### config.mk
export PLATFORM = sky130hd
export DESIGN_NAME = voice_envelope_gain_mixer_unit_flat
export DESIGN_NICKNAME = d
export VERILOG_FILES = /design/src/hw/rtl/vegm_pkg.sv /design/src/hw/rtl/vegm_if.sv /design/src/hw/rtl/vegm_mul.sv /design/src/hw/rtl/vegm_cfg.sv /design/src/hw/rtl/vegm_core.sv /design/src/hw/rtl/voice_envelope_gain_mixer_unit.sv /design/src/flat_wrapper.sv
export SDC_FILE = /design/constraint.sdc
export NUM_CORES = 2
export LEC_CHECK = 0
export BUFFER_PORTS_ARGS = -buffer_cell sky130_fd_sc_hd__clkbuf_2
export CORE_MARGIN = 10
export CORE_UTILIZATION = 30
export DETAILED_ROUTE_END_ITERATION = 12
export PLACE_DENSITY_LB_ADDON = 0.15
export SLEW_MARGIN = 20
export SYNTH_ARGS = -nofsm -noshare
export SYNTH_HDL_FRONTEND = slang
export SYNTH_SLANG_ARGS = --single-unit
export TNS_END_PERCENT = 5
### constraint.sdc
create_clock -name clk -period 13.8 [get_ports clk]
set_clock_uncertainty 0.05 [all_clocks]
set_input_delay 0.69 -clock clk [delete_from_list [all_inputs] [get_ports clk]]
set_output_delay 0.69 -clock clk [all_outputs]
set_load 0.005 [all_outputs]
### src/hw/rtl/vegm_pkg.sv
`timescale 1ns / 1ps
// Shared constants and types of the voice envelope gain mixer.
// No dependencies; used by the interfaces, vegm_cfg, vegm_core and the top level.
package vegm_pkg;

  localparam int SAMPLE_BITS_DEF = 24;

  localparam int CFG_IDX_W  = 3;
  localparam int CFG_DATA_W = 17;

  localparam logic [CFG_IDX_W-1:0] REG_TARGET_VOLUME = 3'd0;
  localparam logic [CFG_IDX_W-1:0] REG_VOLUME_UP     = 3'd1;
  localparam logic [CFG_IDX_W-1:0] REG_VOLUME_DOWN   = 3'd2;
  localparam logic [CFG_IDX_W-1:0] REG_ATTACK_STEP   = 3'd3;
  localparam logic [CFG_IDX_W-1:0] REG_RELEASE_STEP  = 3'd4;
  localparam logic [CFG_IDX_W-1:0] REG_STEREO_SOURCE = 3'd5;

  localparam logic [1:0] ACT_FRAME = 2'd0;
  localparam logic [1:0] ACT_ON    = 2'd1;
  localparam logic [1:0] ACT_OFF   = 2'd2;
  localparam logic [1:0] ACT_KILL  = 2'd3;

  localparam logic [16:0] ENV_ONE    = 17'd65536;
  localparam logic [15:0] VOL_UNITY  = 16'd4096;

  localparam logic [15:0] RST_TARGET_VOLUME = 16'd4096;
  localparam logic [16:0] RST_VOLUME_UP     = 17'd65908;
  localparam logic [16:0] RST_VOLUME_DOWN   = 17'd65164;
  localparam logic [16:0] RST_ATTACK_STEP   = 17'd64;
  localparam logic [16:0] RST_RELEASE_STEP  = 17'd64;
  localparam logic        RST_STEREO_SOURCE = 1'b1;

  typedef struct packed {
    logic [15:0] target_volume;
    logic [16:0] volume_up_factor;
    logic [16:0] volume_down_factor;
    logic [16:0] attack_step;
    logic [16:0] release_step;
    logic        stereo_source;
  } vegm_cfg_t;

endpackage

### src/hw/rtl/vegm_if.sv
`timescale 1ns / 1ps
// Channel interfaces of the voice envelope gain mixer: input frames, results, register writes.
// Depends on vegm_pkg.
interface vegm_in_if #(parameter int SAMPLE_BITS = vegm_pkg::SAMPLE_BITS_DEF) ();
  logic                          valid;
  logic                          ready;
  logic [1:0]                    action;
  logic signed [SAMPLE_BITS-1:0] source_left;
  logic signed [SAMPLE_BITS-1:0] source_right;
  logic                          source_present;
  logic signed [SAMPLE_BITS-1:0] mix_in_left;
  logic signed [SAMPLE_BITS-1:0] mix_in_right;
  logic [15:0]                   note_volume;
  logic [15:0]                   delay_frames;
  logic                          block_end;

  modport source (output valid, action, source_left, source_right, source_present,
                  mix_in_left, mix_in_right, note_volume, delay_frames, block_end,
                  input ready);
  modport sink (input valid, action, source_left, source_right, source_present,
                mix_in_left, mix_in_right, note_volume, delay_frames, block_end,
                output ready);
endinterface

interface vegm_out_if #(parameter int SAMPLE_BITS = vegm_pkg::SAMPLE_BITS_DEF) ();
  logic                          valid;
  logic                          ready;
  logic signed [SAMPLE_BITS-1:0] out_left;
  logic signed [SAMPLE_BITS-1:0] out_right;
  logic                          playing;
  logic [16:0]                   envelope_level;

  modport source (output valid, out_left, out_right, playing, envelope_level, input ready);
  modport sink (input valid, out_left, out_right, playing, envelope_level, output ready);
endinterface

interface vegm_cfg_if ();
  logic                             valid;
  logic                             ready;
  logic [vegm_pkg::CFG_IDX_W-1:0]   index;
  logic [vegm_pkg::CFG_DATA_W-1:0]  data;

  modport source (output valid, index, data, input ready);
  modport sink (input valid, index, data, output ready);
endinterface

### src/hw/rtl/vegm_mul.sv
`timescale 1ns / 1ps
// Shared signed-by-unsigned multiplier of the gain datapath.
// No dependencies; instantiated by vegm_core.
module vegm_mul #(
  parameter int A_W = 33,
  parameter int B_W = 17
) (
  input  logic signed [A_W-1:0]     a,
  input  logic        [B_W-1:0]     b,
  output logic signed [A_W+B_W:0]   p
);

  logic signed [B_W:0] b_s;

  assign b_s = $signed({1'b0, b});
  assign p   = a * b_s;

endmodule

### src/hw/rtl/vegm_cfg.sv
`timescale 1ns / 1ps
// Configuration register bank of the voice envelope gain mixer.
// Depends on vegm_pkg and vegm_cfg_if.
module vegm_cfg (
  input  logic                clk,
  input  logic                rst_n,
  vegm_cfg_if.sink            cfg_ch,
  output vegm_pkg::vegm_cfg_t cfg
);

  vegm_pkg::vegm_cfg_t cfg_r;
  vegm_pkg::vegm_cfg_t cfg_nxt;

  assign cfg_ch.ready = 1'b1;
  assign cfg          = cfg_r;

  always_comb begin
    cfg_nxt = cfg_r;
    if (cfg_ch.valid) begin
      unique case (cfg_ch.index)
        vegm_pkg::REG_TARGET_VOLUME: cfg_nxt.target_volume      = cfg_ch.data[15:0];
        vegm_pkg::REG_VOLUME_UP:     cfg_nxt.volume_up_factor   = cfg_ch.data;
        vegm_pkg::REG_VOLUME_DOWN:   cfg_nxt.volume_down_factor = cfg_ch.data;
        vegm_pkg::REG_ATTACK_STEP:   cfg_nxt.attack_step        = cfg_ch.data;
        vegm_pkg::REG_RELEASE_STEP:  cfg_nxt.release_step       = cfg_ch.data;
        vegm_pkg::REG_STEREO_SOURCE: cfg_nxt.stereo_source      = cfg_ch.data[0];
        default: ;
      endcase
    end
  end

  always_ff @(posedge clk) begin
    if (!rst_n) begin
      cfg_r.target_volume      <= vegm_pkg::RST_TARGET_VOLUME;
      cfg_r.volume_up_factor   <= vegm_pkg::RST_VOLUME_UP;
      cfg_r.volume_down_factor <= vegm_pkg::RST_VOLUME_DOWN;
      cfg_r.attack_step        <= vegm_pkg::RST_ATTACK_STEP;
      cfg_r.release_step       <= vegm_pkg::RST_RELEASE_STEP;
      cfg_r.stereo_source      <= vegm_pkg::RST_STEREO_SOURCE;
    end else begin
      cfg_r <= cfg_nxt;
    end
  end

endmodule

### src/hw/rtl/vegm_core.sv
`timescale 1ns / 1ps
// Voice state, sequencer and gain datapath around one shared multiplier.
// Depends on vegm_pkg, vegm_if and vegm_mul.
module vegm_core #(
  parameter int SAMPLE_BITS = vegm_pkg::SAMPLE_BITS_DEF
) (
  input  logic                clk,
  input  logic                rst_n,
  input  vegm_pkg::vegm_cfg_t cfg,
  vegm_in_if.sink             in_ch,
  vegm_out_if.source          out_ch
);

  localparam int SB = SAMPLE_BITS;
  localparam int MA = ((SB > 17) ? SB : 17) + 1;
  localparam int PW = MA + 18;
  localparam int AW = SB + 33;
  localparam int SW = SB + 10;

  localparam logic signed [AW-1:0] RND = {{(AW-24){1'b0}}, 1'b1, 23'b0};
  localparam logic signed [SW-1:0] SAT_HI = {{(SW-SB+1){1'b0}}, {(SB-1){1'b1}}};
  localparam logic signed [SW-1:0] SAT_LO = {{(SW-SB+1){1'b1}}, {(SB-1){1'b0}}};

  localparam logic [3:0] ST_IDLE = 4'd0;
  localparam logic [3:0] ST_DEC  = 4'd1;
  localparam logic [3:0] ST_G    = 4'd2;
  localparam logic [3:0] ST_G2   = 4'd3;
  localparam logic [3:0] ST_LL   = 4'd4;
  localparam logic [3:0] ST_LH   = 4'd5;
  localparam logic [3:0] ST_RL   = 4'd6;
  localparam logic [3:0] ST_RH   = 4'd7;
  localparam logic [3:0] ST_SL   = 4'd8;
  localparam logic [3:0] ST_OUT  = 4'd9;

  logic [3:0] st_r, st_nxt;

  // latched beat
  logic [1:0]           act_r, act_nxt;
  logic signed [SB-1:0] src_l_r, src_l_nxt;
  logic signed [SB-1:0] src_r_r, src_r_nxt;
  logic                 pres_r, pres_nxt;
  logic signed [SB-1:0] mix_l_r, mix_l_nxt;
  logic signed [SB-1:0] mix_r_r, mix_r_nxt;
  logic [15:0]          note_r, note_nxt;
  logic [15:0]          dly_r, dly_nxt;
  logic                 blk_r, blk_nxt;

  // datapath
  logic [15:0]          g_r, g_nxt;
  logic [31:0]          g2_r, g2_nxt;
  logic signed [AW-1:0] acc_r, acc_nxt;
  logic signed [SB-1:0] res_l_r, res_l_nxt;
  logic signed [SB-1:0] res_r_r, res_r_nxt;

  // voice state
  logic [16:0] env_r, env_nxt;
  logic        att_r, att_nxt;
  logic        rel_r, rel_nxt;
  logic        play_r, play_nxt;
  logic        stop_r, stop_nxt;
  logic [15:0] vol_r, vol_nxt;
  logic [15:0] held_r, held_nxt;
  logic [15:0] sdl_r, sdl_nxt;
  logic [15:0] rdl_r, rdl_nxt;

  // result register
  logic                 ov_r, ov_nxt;
  logic signed [SB-1:0] o_l_r, o_l_nxt;
  logic signed [SB-1:0] o_r_r, o_r_nxt;
  logic                 o_play_r, o_play_nxt;
  logic [16:0]          o_env_r, o_env_nxt;

  logic signed [MA-1:0] mul_a;
  logic [16:0]          mul_b;
  logic signed [PW-1:0] mul_p;
  logic signed [AW-1:0] p_ext;
  logic signed [SB-1:0] src_sel;

  logic signed [SB+8:0] rnd_v;
  logic signed [SB-1:0] mix_sel;
  logic signed [SW-1:0] sum_v;
  logic signed [SB-1:0] sat_v;

  logic        vol_up;
  logic [33:0] up_sum;
  logic [17:0] up_v;
  logic [16:0] dn_v;
  logic [15:0] vol_st;

  logic [17:0] env_add;
  logic [16:0] env_st;
  logic        att_st;
  logic        rel_st;
  logic        stop_st;
  logic        stop_dec;

  vegm_mul #(.A_W(MA), .B_W(17)) u_mul (
    .a (mul_a),
    .b (mul_b),
    .p (mul_p)
  );

  assign in_ch.ready           = (st_r == ST_IDLE);
  assign out_ch.valid          = ov_r;
  assign out_ch.out_left       = o_l_r;
  assign out_ch.out_right      = o_r_r;
  assign out_ch.playing        = o_play_r;
  assign out_ch.envelope_level = o_env_r;

  assign src_sel = ((st_r == ST_RL) || (st_r == ST_RH))
                   ? (cfg.stereo_source ? src_r_r : src_l_r) : src_l_r;
  assign vol_up  = (vol_r < cfg.target_volume);

  always_comb begin
    mul_a = MA'(src_sel);
    mul_b = 17'(g2_r[15:0]);
    case (st_r) inside
      ST_G: begin
        mul_a = $signed(MA'(env_r));
        mul_b = 17'(vol_r);
      end
      ST_G2: begin
        mul_a = $signed(MA'(g_r));
        mul_b = 17'(held_r);
      end
      ST_LH, ST_RH: mul_b = 17'(g2_r[31:16]);
      ST_SL: begin
        mul_a = $signed(MA'(vol_r));
        mul_b = vol_up ? cfg.volume_up_factor : cfg.volume_down_factor;
      end
      default: ;
    endcase
  end

  assign p_ext = AW'(mul_p);

  // round to nearest, add into mix, saturate
  assign rnd_v   = acc_r[AW-1:24];
  assign mix_sel = (st_r == ST_RL) ? mix_l_r : mix_r_r;
  assign sum_v   = SW'(rnd_v) + SW'(mix_sel);

  always_comb begin
    if (sum_v > SAT_HI) begin
      sat_v = SAT_HI[SB-1:0];
    end else if (sum_v < SAT_LO) begin
      sat_v = SAT_LO[SB-1:0];
    end else begin
      sat_v = sum_v[SB-1:0];
    end
  end

  // volume slew
  assign up_sum = {1'b0, mul_p[32:0]} + 34'd65535;
  assign up_v   = up_sum[33:16];
  assign dn_v   = mul_p[32:16];

  always_comb begin
    vol_st = vol_r;
    if (vol_up) begin
      if (up_v > {2'b0, cfg.target_volume}) begin
        vol_st = cfg.target_volume;
      end else begin
        vol_st = up_v[15:0];
      end
    end else if (vol_r > cfg.target_volume) begin
      if (dn_v < {1'b0, cfg.target_volume}) begin
        vol_st = cfg.target_volume;
      end else begin
        vol_st = dn_v[15:0];
      end
    end
  end

  // envelope step, then release countdown
  assign env_add = {1'b0, env_r} + {1'b0, cfg.attack_step};

  always_comb begin
    env_st  = env_r;
    att_st  = att_r;
    rel_st  = rel_r;
    stop_st = stop_r;
    if (att_r) begin
      if (env_add > {1'b0, vegm_pkg::ENV_ONE}) begin
        env_st = vegm_pkg::ENV_ONE;
        att_st = 1'b0;
      end else begin
        env_st = env_add[16:0];
      end
    end else if (rel_r) begin
      if (cfg.release_step > env_r) begin
        env_st  = '0;
        stop_st = 1'b1;
      end else begin
        env_st = env_r - cfg.release_step;
      end
    end
    if (rdl_r == 16'd1) begin
      att_st = 1'b0;
      rel_st = 1'b1;
    end
  end

  always_comb begin
    st_nxt     = st_r;
    act_nxt    = act_r;
    src_l_nxt  = src_l_r;
    src_r_nxt  = src_r_r;
    pres_nxt   = pres_r;
    mix_l_nxt  = mix_l_r;
    mix_r_nxt  = mix_r_r;
    note_nxt   = note_r;
    dly_nxt    = dly_r;
    blk_nxt    = blk_r;
    g_nxt      = g_r;
    g2_nxt     = g2_r;
    acc_nxt    = acc_r;
    res_l_nxt  = res_l_r;
    res_r_nxt  = res_r_r;
    env_nxt    = env_r;
    att_nxt    = att_r;
    rel_nxt    = rel_r;
    play_nxt   = play_r;
    stop_nxt   = stop_r;
    vol_nxt    = vol_r;
    held_nxt   = held_r;
    sdl_nxt    = sdl_r;
    rdl_nxt    = rdl_r;
    o_l_nxt    = o_l_r;
    o_r_nxt    = o_r_r;
    o_play_nxt = o_play_r;
    o_env_nxt  = o_env_r;
    stop_dec   = stop_r;
    ov_nxt     = ov_r && !out_ch.ready;

    unique case (st_r)
      ST_IDLE: begin
        if (in_ch.valid) begin
          act_nxt   = in_ch.action;
          src_l_nxt = in_ch.source_left;
          src_r_nxt = in_ch.source_right;
          pres_nxt  = in_ch.source_present;
          mix_l_nxt = in_ch.mix_in_left;
          mix_r_nxt = in_ch.mix_in_right;
          note_nxt  = in_ch.note_volume;
          dly_nxt   = in_ch.delay_frames;
          blk_nxt   = in_ch.block_end;
          st_nxt    = ST_DEC;
        end
      end
      ST_DEC: begin
        res_l_nxt = mix_l_r;
        res_r_nxt = mix_r_r;
        st_nxt    = ST_OUT;
        unique case (act_r) inside
          vegm_pkg::ACT_ON: begin
            held_nxt = note_r;
            sdl_nxt  = dly_r;
            rdl_nxt  = '0;
            att_nxt  = 1'b1;
            rel_nxt  = 1'b0;
            env_nxt  = '0;
            play_nxt = 1'b1;
            stop_nxt = 1'b0;
          end
          vegm_pkg::ACT_OFF, vegm_pkg::ACT_KILL: begin
            if (act_r == vegm_pkg::ACT_KILL) begin
              env_nxt = '0;
            end
            if ((act_r == vegm_pkg::ACT_OFF) && (dly_r != 16'd0)) begin
              rdl_nxt = dly_r;
            end else begin
              att_nxt = 1'b0;
              rel_nxt = 1'b1;
            end
          end
          default: begin
            if (sdl_r != 16'd0) begin
              sdl_nxt = sdl_r - 16'd1;
            end else if (play_r && !pres_r) begin
              stop_dec = 1'b1;
            end else if (play_r) begin
              st_nxt = ST_G;
            end
            if (!(sdl_r == 16'd0 && play_r && pres_r)) begin
              if (blk_r && stop_dec) begin
                play_nxt = 1'b0;
                stop_nxt = 1'b0;
              end else begin
                stop_nxt = stop_dec;
              end
            end
          end
        endcase
      end
      ST_G: begin
        g_nxt  = mul_p[31:16];
        st_nxt = ST_G2;
      end
      ST_G2: begin
        g2_nxt = mul_p[31:0];
        st_nxt = ST_LL;
      end
      ST_LL: begin
        acc_nxt = p_ext + RND;
        st_nxt  = ST_LH;
      end
      ST_LH: begin
        acc_nxt = acc_r + (p_ext <<< 16);
        st_nxt  = ST_RL;
      end
      ST_RL: begin
        res_l_nxt = sat_v;
        acc_nxt   = p_ext + RND;
        st_nxt    = ST_RH;
      end
      ST_RH: begin
        acc_nxt = acc_r + (p_ext <<< 16);
        st_nxt  = ST_SL;
      end
      ST_SL: begin
        res_r_nxt = sat_v;
        vol_nxt   = vol_st;
        env_nxt   = env_st;
        att_nxt   = att_st;
        rel_nxt   = rel_st;
        if (rdl_r != 16'd0) begin
          rdl_nxt = rdl_r - 16'd1;
        end
        if (blk_r && stop_st) begin
          play_nxt = 1'b0;
          stop_nxt = 1'b0;
        end else begin
          stop_nxt = stop_st;
        end
        st_nxt = ST_OUT;
      end
      ST_OUT: begin
        if (!ov_r || out_ch.ready) begin
          ov_nxt     = 1'b1;
          o_l_nxt    = res_l_r;
          o_r_nxt    = res_r_r;
          o_play_nxt = play_r;
          o_env_nxt  = env_r;
          st_nxt     = ST_IDLE;
        end
      end
      default: st_nxt = ST_IDLE;
    endcase
  end

  always_ff @(posedge clk) begin
    if (!rst_n) begin
      st_r   <= ST_IDLE;
      ov_r   <= 1'b0;
      env_r  <= '0;
      att_r  <= 1'b0;
      rel_r  <= 1'b0;
      play_r <= 1'b0;
      stop_r <= 1'b0;
      vol_r  <= vegm_pkg::VOL_UNITY;
      held_r <= '0;
      sdl_r  <= '0;
      rdl_r  <= '0;
    end else begin
      st_r   <= st_nxt;
      ov_r   <= ov_nxt;
      env_r  <= env_nxt;
      att_r  <= att_nxt;
      rel_r  <= rel_nxt;
      play_r <= play_nxt;
      stop_r <= stop_nxt;
      vol_r  <= vol_nxt;
      held_r <= held_nxt;
      sdl_r  <= sdl_nxt;
      rdl_r  <= rdl_nxt;
    end
  end

  always_ff @(posedge clk) begin
    act_r    <= act_nxt;
    src_l_r  <= src_l_nxt;
    src_r_r  <= src_r_nxt;
    pres_r   <= pres_nxt;
    mix_l_r  <= mix_l_nxt;
    mix_r_r  <= mix_r_nxt;
    note_r   <= note_nxt;
    dly_r    <= dly_nxt;
    blk_r    <= blk_nxt;
    g_r      <= g_nxt;
    g2_r     <= g2_nxt;
    acc_r    <= acc_nxt;
    res_l_r  <= res_l_nxt;
    res_r_r  <= res_r_nxt;
    o_l_r    <= o_l_nxt;
    o_r_r    <= o_r_nxt;
    o_play_r <= o_play_nxt;
    o_env_r  <= o_env_nxt;
  end

endmodule

### src/hw/rtl/voice_envelope_gain_mixer_unit.sv
`timescale 1ns / 1ps
// Top level of the voice envelope gain mixer: register bank plus sequenced gain core.
// Depends on vegm_pkg, vegm_if, vegm_cfg, vegm_core and vegm_mul.
//
//   channel  dir  handshake      beat contents
//   in_ch    in   valid/ready    action, source, mix inputs, note volume, delay, block end
//   out_ch   out  valid/ready    out_left, out_right, playing, envelope_level
//   cfg_ch   in   valid/ready    register index, write data
//
// A mixed frame passes through the states DEC, G, G2, LL, LH, RL, RH, SL and OUT, with
// seven passes through the one shared multiplier (envelope by volume, by note volume,
// two halves per side, slew factor). Control events and unmixed frames pass through DEC
// and OUT only. in_ch.ready is high only when idle.
// A stalled out_ch holds the finished beat; the next beat is accepted and waits finished.
// rst_n is synchronous; cfg_ch is always ready.
module voice_envelope_gain_mixer_unit #(
  parameter int SAMPLE_BITS = vegm_pkg::SAMPLE_BITS_DEF
) (
  input  logic       clk,
  input  logic       rst_n,
  vegm_in_if.sink    in_ch,
  vegm_out_if.source out_ch,
  vegm_cfg_if.sink   cfg_ch
);

  vegm_pkg::vegm_cfg_t cfg;

  vegm_cfg u_cfg (
    .clk    (clk),
    .rst_n  (rst_n),
    .cfg_ch (cfg_ch),
    .cfg    (cfg)
  );

  vegm_core #(.SAMPLE_BITS(SAMPLE_BITS)) u_core (
    .clk    (clk),
    .rst_n  (rst_n),
    .cfg    (cfg),
    .in_ch  (in_ch),
    .out_ch (out_ch)
  );

endmodule
### src/flat_wrapper.sv
// flat-port wrapper written by rule: the top's interface ports become plain ports
module voice_envelope_gain_mixer_unit_flat 
#(
  parameter int SAMPLE_BITS = vegm_pkg::SAMPLE_BITS_DEF
)
  (clk, rst_n, in_ch_valid, in_ch_action, in_ch_source_left, in_ch_source_right, in_ch_source_present, in_ch_mix_in_left, in_ch_mix_in_right, in_ch_note_volume, in_ch_delay_frames, in_ch_block_end, in_ch_ready, out_ch_valid, out_ch_out_left, out_ch_out_right, out_ch_playing, out_ch_envelope_level, out_ch_ready, cfg_ch_valid, cfg_ch_index, cfg_ch_data, cfg_ch_ready);
  vegm_in_if #(.SAMPLE_BITS(SAMPLE_BITS)) in_ch_i ();
  vegm_out_if #(.SAMPLE_BITS(SAMPLE_BITS)) out_ch_i ();
  vegm_cfg_if cfg_ch_i ();
  input  logic clk;
  input  logic rst_n;
  input wire logic [$bits(in_ch_i.valid)-1:0] in_ch_valid;
  input wire logic [$bits(in_ch_i.action)-1:0] in_ch_action;
  input wire logic [$bits(in_ch_i.source_left)-1:0] in_ch_source_left;
  input wire logic [$bits(in_ch_i.source_right)-1:0] in_ch_source_right;
  input wire logic [$bits(in_ch_i.source_present)-1:0] in_ch_source_present;
  input wire logic [$bits(in_ch_i.mix_in_left)-1:0] in_ch_mix_in_left;
  input wire logic [$bits(in_ch_i.mix_in_right)-1:0] in_ch_mix_in_right;
  input wire logic [$bits(in_ch_i.note_volume)-1:0] in_ch_note_volume;
  input wire logic [$bits(in_ch_i.delay_frames)-1:0] in_ch_delay_frames;
  input wire logic [$bits(in_ch_i.block_end)-1:0] in_ch_block_end;
  output wire logic [$bits(in_ch_i.ready)-1:0] in_ch_ready;
  output wire logic [$bits(out_ch_i.valid)-1:0] out_ch_valid;
  output wire logic [$bits(out_ch_i.out_left)-1:0] out_ch_out_left;
  output wire logic [$bits(out_ch_i.out_right)-1:0] out_ch_out_right;
  output wire logic [$bits(out_ch_i.playing)-1:0] out_ch_playing;
  output wire logic [$bits(out_ch_i.envelope_level)-1:0] out_ch_envelope_level;
  input wire logic [$bits(out_ch_i.ready)-1:0] out_ch_ready;
  input wire logic [$bits(cfg_ch_i.valid)-1:0] cfg_ch_valid;
  input wire logic [$bits(cfg_ch_i.index)-1:0] cfg_ch_index;
  input wire logic [$bits(cfg_ch_i.data)-1:0] cfg_ch_data;
  output wire logic [$bits(cfg_ch_i.ready)-1:0] cfg_ch_ready;
  assign in_ch_i.valid = in_ch_valid;
  assign in_ch_i.action = in_ch_action;
  assign in_ch_i.source_left = in_ch_source_left;
  assign in_ch_i.source_right = in_ch_source_right;
  assign in_ch_i.source_present = in_ch_source_present;
  assign in_ch_i.mix_in_left = in_ch_mix_in_left;
  assign in_ch_i.mix_in_right = in_ch_mix_in_right;
  assign in_ch_i.note_volume = in_ch_note_volume;
  assign in_ch_i.delay_frames = in_ch_delay_frames;
  assign in_ch_i.block_end = in_ch_block_end;
  assign in_ch_ready = in_ch_i.ready;
  assign out_ch_valid = out_ch_i.valid;
  assign out_ch_out_left = out_ch_i.out_left;
  assign out_ch_out_right = out_ch_i.out_right;
  assign out_ch_playing = out_ch_i.playing;
  assign out_ch_envelope_level = out_ch_i.envelope_level;
  assign out_ch_i.ready = out_ch_ready;
  assign cfg_ch_i.valid = cfg_ch_valid;
  assign cfg_ch_i.index = cfg_ch_index;
  assign cfg_ch_i.data = cfg_ch_data;
  assign cfg_ch_ready = cfg_ch_i.ready;
  voice_envelope_gain_mixer_unit #(.SAMPLE_BITS(SAMPLE_BITS)) u_core (.clk(clk), .rst_n(rst_n), .in_ch(in_ch_i), .out_ch(out_ch_i), .cfg_ch(cfg_ch_i));
endmodule
==> flow_summary.json <==
{
  "status": "finished, final reports clean",
  "core_area_um2": 143300,
  "ys_ff_latch": 510,
  "finalCriticalPeriod_ns": 13.10,
  "htree_levels": 2,
  "ant_nets": 0,
  "drive_gt1_share_pct": 10.94,
  "grt_util_all_layers_pct": 19.47,
  "slowest_stage": "nand2_1",
  "drc": 0,
  "die_x_um": 399.2,
  "finalNetCount": 5738,
  "cts_sinks": 510,
  "area_growth_pct": 13.52,
  "dp_hpwl_mm": 126.4,
  "yosysSeqAreaShare_pct": 31.45,
  "setup-violations-final": 0,
  "drtPass1Iterations": 5,
  "synth_edf_count": 335,
  "hold_path_depth": 1,
  "critical_path_arrival_ns": 13.58,
  "placedInstanceArea_um2": 46870,
  "ctsLongestPathBuffers": 3,
  "critical_path.max_stage_delay_ns": 0.62,
  "reg2regPathDepth": 41,
  "overflow": 0,
  "slew-limit-headroom_pct": 26.50,
  "syn_inst": 4697,
  "routedWlPerCell_um": 23.13,
  "fp-row-count": 139,
  "ios": 226,
  "grt_pass1_wl_mm": 236.2,
  "grt_pass1_vias": 35250,
  "design_area_um2": 48960,
  "synth_async_sr_flop_share_pct": 0,
  "synth.distinct_cells": 107,
  "route.vias.total": 35420,
  "max_freq_ghz": 0.07634,
  "grt_start_max_net_pins": 73,
  "initial_utilization_pct": 30.10,
  "largest_register_ff_count": 85,
  "endpoint_kind": "flop",
  "syn_avg_cell_area_um2": 9.182,
  "min_path_type": "input port to flop",
  "worstMarginPinSlew_ns": 1.102,
  "final-max-slew-violation-count": 0,
  "portBuffers": 224,
  "die_h_um": 399.2,
  "start_kind": "flop",
  "drt-initial-drc-count": 2558,
  "maxCapViolCount": 0,
  "critPathKind": "flop to flop",
  "finalHoldViolCount": 0,
  "num_antenna_cells": 0,
  "post_cts_buffers": 0,
  "cp_data_required_time_ns": 14.28,
  "cts_inserted_buffers": 61,
  "routed_wl_mm": 158.8,
  "clock_latency_ns": 0.69,
  "crit_path_max_fanout": 18,
  "cts_root_buffer": "clkbuf_16",
  "die-area_um2": 159300,
  "synth_warnings": 0,
  "antenna_found_initial": 2,
  "viasPerCell": 5.158,
  "synthFlopType": "edfxtp_1",
  "place.gp.congestion": 0.9260,
  "syn_area_um2": 43130,
  "cts_tree": "built",
  "finalCritPeriodShare_pct": 94.92,
  "cts.clk_slew.worst_paths_ns": 0.06
}
-- final timing paths --
kind,start,to,slack [ns]
worst min register to register,u_core.u_core.res_r_r[6],u_core.u_core.out_ch.out_right[6],0.37
worst max-delay path,u_core.u_core.vol_r[7],u_core.u_core.vol_r[8],0.70
worst min-delay path,in_ch_mix_in_right[15],u_core.u_core.mix_r_r[15],0.12
worst max register to register,u_core.u_core.vol_r[7],u_core.u_core.vol_r[8],0.70
-- final cells by class --
cell class / instances / area (um2)
clock buffers: 83 / 1723
clock inverters: 32 / 327.8
fillers: 14990 / 94350
inverters: 552 / 2074
multi-input cells: 3435 / 26810
flip-flops and latches: 510 / 13560
well taps: 1903 / 2381
repair buffers: 351 / 2074
-- Yosys cell counts (all sizes together) (40+ instances only) --
cell type	number	area share, %
nand2	770	6.7
inv	552	4.8
fa	409	19
nor2	364	3.2
edfxtp	335	23
a21oi	327	3.8
ha	261	7.6
clkbuf	184	1.6
o21ai	182	2.1
dfxtp	175	8.1
xnor2	90	1.8
a21o	77	1.3
nand3	68	0.80
nor3	64	0.78
xor2	60	1.2
nor2b	59	0.86
and2	48	0.70
o21a	46	0.80
a31oi	40	0.58
-- what timing repair did --
item                       in CTS  in global routing
resized for setup               0                  6
hold buffers                    0                  0
setup endpoints to repair       0                 16
-- metal layers --
| metal | up-vias | wire [um] | part of all wire (%) | global-route usage [%] |
|---|---|---|---|---|
| li1 | 16420 | - | - | - |
| met1 | 17820 | 75630 | 48 | 27.98 |
| met2 | 1002 | 71130 | 45 | 30.89 |
| met3 | 184 | 8413 | 5.3 | 2.623 |
| met4 | 0 | 3644 | 2.3 | 4.431 |
| met5 | - | 0 | 0 | 0 |
-- metrics by stage --
step                util, %  instances  setup TNS (ns)  worst slack (ns)  hold WS [ns]
global route          34.16       6866       -0.001410         -0.001410       0.08056
detailed placement    32.71       6751               0            0.5479        0.3545
global placement      32.71       6751               0            0.6630        0.3519
floorplan                 -       4705               0             2.506        0.3503
CTS                   34.14       6866               0            0.4809       0.06321
finish                34.16       6866               0            0.7012        0.1217
-- kinds of logic after synthesis --
group                      after synthesis  synth area share [%]
and+or+nand+nor                       1588                 16.55
AOI/OAI and AO/OA                      999                 15.24
buffers and inverters                  760                 6.716
adders and majority gates              670                 26.56
DFF                                    510                 31.45
xor gates and xnor gates               150                 3.046
muxes                                   18                0.4264
other                                    2               0.01741
-- layout by cell type (no fill, tap or decap), types with 67 or more instances in the layout --
master | Yosys | final
xnor2_1 | 90 | 87
nand3_1 | 67 | 67
ha_1 | 261 | 261
buf_4 | 2 | 127
o21ai_0 | 162 | 160
inv_1 | 550 | 548
clkbuf_2 | 0 | 224
nand2_1 | 770 | 770
fa_1 | 409 | 409
a21oi_1 | 327 | 326
dfxtp_1 | 175 | 174
nor2_1 | 364 | 361
a21o_1 | 77 | 77
edfxtp_1 | 335 | 335
-- critical path: cells and delay by family (launching register included) --
| kind | cells | cell delay [ns] |
|---|---|---|
| xor gates and xnor gates | 2 | 0.46 |
| adders and majority gates | 9 | 4.10 |
| AOI/OAI and AO/OA | 10 | 2.74 |
| muxes | 1 | 0.14 |
| buffers and inverters | 4 | 0.52 |
| and+or+nand+nor | 15 | 4.47 |
| DFF | 1 | 0.48 |
Power is not shown: default switching activity piles up to over one toggle a cycle in this logic, so the estimate is an artifact.
